===== src/rlsu_pkg.sv =====
// shared types and codes of the load/store unit
`default_nettype none
package rlsu_pkg;

	typedef enum logic [2:0] {
		MODE_LB  = 3'd0,
		MODE_LH  = 3'd1,
		MODE_LW  = 3'd2,
		MODE_LBU = 3'd3,
		MODE_LHU = 3'd4,
		MODE_SB  = 3'd5,
		MODE_SH  = 3'd6,
		MODE_SW  = 3'd7
	} mode_t;

	typedef enum logic [1:0] {
		ST_OK         = 2'd0,
		ST_MISALIGNED = 2'd1,
		ST_RANGE      = 2'd2
	} status_t;

	typedef struct packed {
		mode_t              mode;
		logic [31:0]        base_address;
		logic signed [11:0] offset;
		logic [31:0]        store_data;
	} req_t;

	typedef struct packed {
		logic [31:0] load_data;
		status_t     status;
	} rsp_t;

	typedef enum logic [1:0] {
		FSM_CLEAR,
		FSM_IDLE,
		FSM_ACCESS,
		FSM_LOAD
	} fsm_state_t;

	typedef struct packed {
		logic clear_step;
		logic capture;
		logic issue;
		logic emit_direct;
		logic emit_load;
	} ctrl_cmd_t;

	typedef struct packed {
		logic clear_done;
		logic load_ok;
		logic out_free;
	} dp_stat_t;

endpackage
`default_nettype wire


===== src/rlsu_ctrl.sv =====
// controller state machine of the load/store unit
`default_nettype none
module rlsu_ctrl (
	input  wire logic                 clk,
	input  wire logic                 arst_n,
	input  wire logic                 req_valid,
	output logic                      req_ready,
	input  wire rlsu_pkg::dp_stat_t   stat,
	output rlsu_pkg::ctrl_cmd_t       cmd
);
	import rlsu_pkg::*;

	fsm_state_t state_q, state_d;

	always_ff @(posedge clk or negedge arst_n) begin
		if (!arst_n) begin
			state_q <= FSM_CLEAR;
		end else begin
			state_q <= state_d;
		end
	end

	always_comb begin
		state_d = state_q;
		unique case (state_q)
			FSM_CLEAR: begin
				if (stat.clear_done) state_d = FSM_IDLE;
			end
			FSM_IDLE: begin
				if (req_valid) state_d = FSM_ACCESS;
			end
			FSM_ACCESS: begin
				if (stat.out_free) begin
					state_d = stat.load_ok ? FSM_LOAD : FSM_IDLE;
				end
			end
			FSM_LOAD: begin
				state_d = FSM_IDLE;
			end
		endcase
	end

	always_comb begin
		cmd       = '0;
		req_ready = 1'b0;
		unique case (state_q)
			FSM_CLEAR: begin
				cmd.clear_step = 1'b1;
			end
			FSM_IDLE: begin
				req_ready   = 1'b1;
				cmd.capture = req_valid;
			end
			FSM_ACCESS: begin
				// hold the memory op until the result register can take the result
				cmd.issue       = stat.out_free;
				cmd.emit_direct = stat.out_free & ~stat.load_ok;
			end
			FSM_LOAD: begin
				cmd.emit_load = 1'b1;
			end
		endcase
	end

endmodule
`default_nettype wire


===== config.mk =====
export PLATFORM = sky130hd
export DESIGN_NAME = rlsu_ctrl
export DESIGN_NICKNAME = d
export VERILOG_FILES = /design/src/rlsu_pkg.sv /design/src/rlsu_ctrl.sv
export SDC_FILE = /design/constraint.sdc
export NUM_CORES = 1
export LEC_CHECK = 0
export BUFFER_PORTS_ARGS = -buffer_cell sky130_fd_sc_hd__buf_2
export CAP_MARGIN = 10
export CORE_AREA = 4 4 41 43
export CTS_CLUSTER_SIZE = 24
export DETAILED_ROUTE_END_ITERATION = 8
export DIE_AREA = 0 0 45 47
export GPL_TIMING_DRIVEN = 0
export PLACE_DENSITY = 0.35
export RECOVER_POWER = 25
export SYNTH_ARGS = -nofsm -noshare
export SYNTH_HDL_FRONTEND = slang
export SYNTH_SLANG_ARGS = --single-unit

===== constraint.sdc =====
create_clock -name clk -period 1.9 [get_ports clk]
set_clock_uncertainty 0.2 [all_clocks]
set_input_delay 0.38 -clock clk [delete_from_list [all_inputs] [get_ports clk]]
set_output_delay 0.38 -clock clk [all_outputs]
set_load 0.1 [all_outputs]

==> flow_metrics.env <==
export IMPL_drc=0
export IMPL_start_util_pct=14.8
export IMPL_worstSetupEndpointType="output pin"
export IMPL_reg2reg_depth=5
export IMPL_reg_largest_list="state_q: 2 flops"
export IMPL_synth_area_per_cell_um2=9.63
export IMPL_cap_violations=0
export IMPL_largest_register_ffs=2
export IMPL_whs_ps=272
export IMPL_crit_path_max_fanout=4
export IMPL_relSlewSlack_pct=66.2
export IMPL_yosys_top_cells_count="ha_1, inv_1, dfrtp_1, mux2i_1"
export IMPL_synth_edf_count=0
export IMPL_critPathKind="reg2out"
export IMPL_grt_pass1_wl_um=779
export IMPL_dieWidth_um=45
export IMPL_drive_gt1_share_pct=65.8
export IMPL_finalHoldViolCount=0
export IMPL_netlist_area_um2=193
export IMPL_clk_pin_slew_ps=30
export IMPL_crit_path_start="state_q[0]$_DFFE_PN0P_"
export IMPL_die_area_um2=2120
export IMPL_yosys_area_top_type="ha_1"
export IMPL_cts_root_buffer="clkbuf_4"
export IMPL_worstMarginPinSlew_ps=508
export IMPL_setup_ws_ps=0.978
export IMPL_yosysUniqueCellTypes=10
export IMPL_ant_nets=0
export IMPL_largest_register="state_q"
export IMPL_io_pins=12
export IMPL_hp_class="in2async"
export IMPL_grt_pass1_vias=206
export IMPL_numCtsBuffers=3
export IMPL_setup_viol=0
export IMPL_ys_flop_type="dfrtp_1"
export IMPL_rsz0062_at_grt="yes"
export IMPL_start_kind="register"
export IMPL_synth_area_leaders="ha_1, dfrtp_1, mux2i_1"
export IMPL_die_y_um=47
export IMPL_cts_tree="built"
export IMPL_final_nets=51
export IMPL_wirelength_um=472
export IMPL_dr_first_iter_drc_count=2
export IMPL_final_max_slew_viol_count=0
export IMPL_cts_max_path_buffers=2
export IMPL_cts_sinks=2
export IMPL_pre_cts_ws_ps=-6.39
export IMPL_clk_latency_ps=220
export IMPL_io_buffers=11
export IMPL_areaGrowthSynthToFinish_pct=108
export IMPL_slowest_stage="dfrtp_1"
export IMPL_path_cells="inv_2, ha_4, and2_4, nor2b_4, buf_12"
export IMPL_crit_required_ps=1320
export IMPL_synth_seq_area_share_pct=26.0
export IMPL_antenna_found_initial=0
export IMPL_antennaDiodeCount=0
export IMPL_setup_worst_path_end="cmd[1]"
export IMPL_htreeDepth=1
export IMPL_r2r_end="state_q[1]$_DFFE_PN0P_"
export IMPL_row_count=13
export IMPL_vias=203
export IMPL_netlist_instances=20
export IMPL_critPathMaxStageDelay_ps=410
export IMPL_core_area_um2=1300
export IMPL_status="finished, final reports clean"
export IMPL_via_per_inst=3.83
export IMPL_syn_num_nets=31
export IMPL_synth_warning_count=0
export IMPL_ys_ff_latch=2
export IMPL_nFillCells=145
export IMPL_grt_max_degree=5
export IMPL_grt_total_usage_pct=5.30
export IMPL_async_flop_share_pct=100
export IMPL_gp_congestion=0.717
export IMPL_drt_pass1_iterations=4
export IMPL_synth_top_area_share_pct=32.5
export IMPL_period_share_pct=99.9
export IMPL_worstPathArrival_ps=1320
export IMPL_rrSetupSlack_ps=90
export IMPL_r2r_start="state_q[0]$_DFFE_PN0P_"
export IMPL_wl_per_cell_um=8.91
export IMPL_clock_fmax_ghz=0.527
export IMPL_fin_crit_ps=1900
export IMPL_grt_overflow_total=0
cells in the final DEF (no fill, tap or decap), drive strengths merged:
cell / Yosys / layout
nor2b: 1 / 1
clkbuf: 0 / 4
inv: 5 / 5
a21o: 1 / 1
dfrtp: 2 / 2
mux2i: 2 / 2
dlygate4sd3: 0 / 1
nand2: 1 / 1
ha: 5 / 5
a222oi: 1 / 1
and2: 2 / 2
buf: 0 / 13
critical path, delay by kind of cell (launching register included):
family	cells	cell delay [ps]
and+or+nand+nor	2	280
buffers and inverters	2	280
DFF	1	410
adders and majority gates	1	130
what timing repair did:
item | CTS | global route
hold buffers | 1 | 0
buffers inserted | 0 | 3
gates resized for setup | 12 | 4
pin swaps | 0 | 1
endpoints found under the setup margin | 5 | 3
hold endpoints to repair | 2 | 0
gates cloned | 0 | 0
cell type report:
type,instances,area [um^2],share of cell area (%)
multi-input combinational,13,163,40.5
timing repair buffer,15,128,31.8
sequential,2,51.3,12.8
clock buffer,3,22.5,5.61
inverter,5,18.8,4.67
tap,15,18.8,4.67
metrics by stage:
step           setup TNS, ps  utilization [%]  cell area (um^2)  std cells
6_report                   0             30.9               402         53
5_1_grt                -69.5             30.9               402         53
4_1_cts                -48.1             27.9               363         50
3_5_place_dp           -6.39             22.5               293         46
3_3_place_gp               0             22.5               293         46
2_1_floorplan           -842                -               219         20
per-layer routing:
metal | up-vias | part of all wire [%] | GRT usage, %
met5 | - | 0 | 0
met3 | 0 | 11 | 2.30
met2 | 11 | 47 | 8.47
met4 | 0 | 0 | 5.26
met1 | 91 | 41 | 5.01
li1 | 101 | - | -
cells by family after synthesis:
kind of cell               count (synthesis)  synth area share (%)
buffers and inverters                      5                  9.74
adders and majority gates                  5                  32.5
and+or+nand+nor                            4                  12.3
AOI/OAI and AO/OA                          2                  9.09
muxes                                      2                  10.4
DFF                                        2                  26.0
worst min path at each step:
| stage | start | end | slack (ps) | cells after the start |
|---|---|---|---|---|
| 3_5_place_dp | arst_n | state_q[0]$_DFFE_PN0P_ | -30 | 1 |
| 4_1_cts | arst_n | state_q[0]$_DFFE_PN0P_ | 250 | 2 |
| 2_1_floorplan | arst_n | state_q[0]$_DFFE_PN0P_ | -120 | 0 |
| 5_1_grt | arst_n | state_q[1]$_DFFE_PN0P_ | 300 | 2 |
| 3_3_place_gp | arst_n | state_q[0]$_DFFE_PN0P_ | -40 | 1 |
| 6_report | arst_n | state_q[0]$_DFFE_PN0P_ | 270 | 2 |
Power is not shown: default switching activity piles up to over one toggle a cycle in this logic, so the estimate is an artifact.
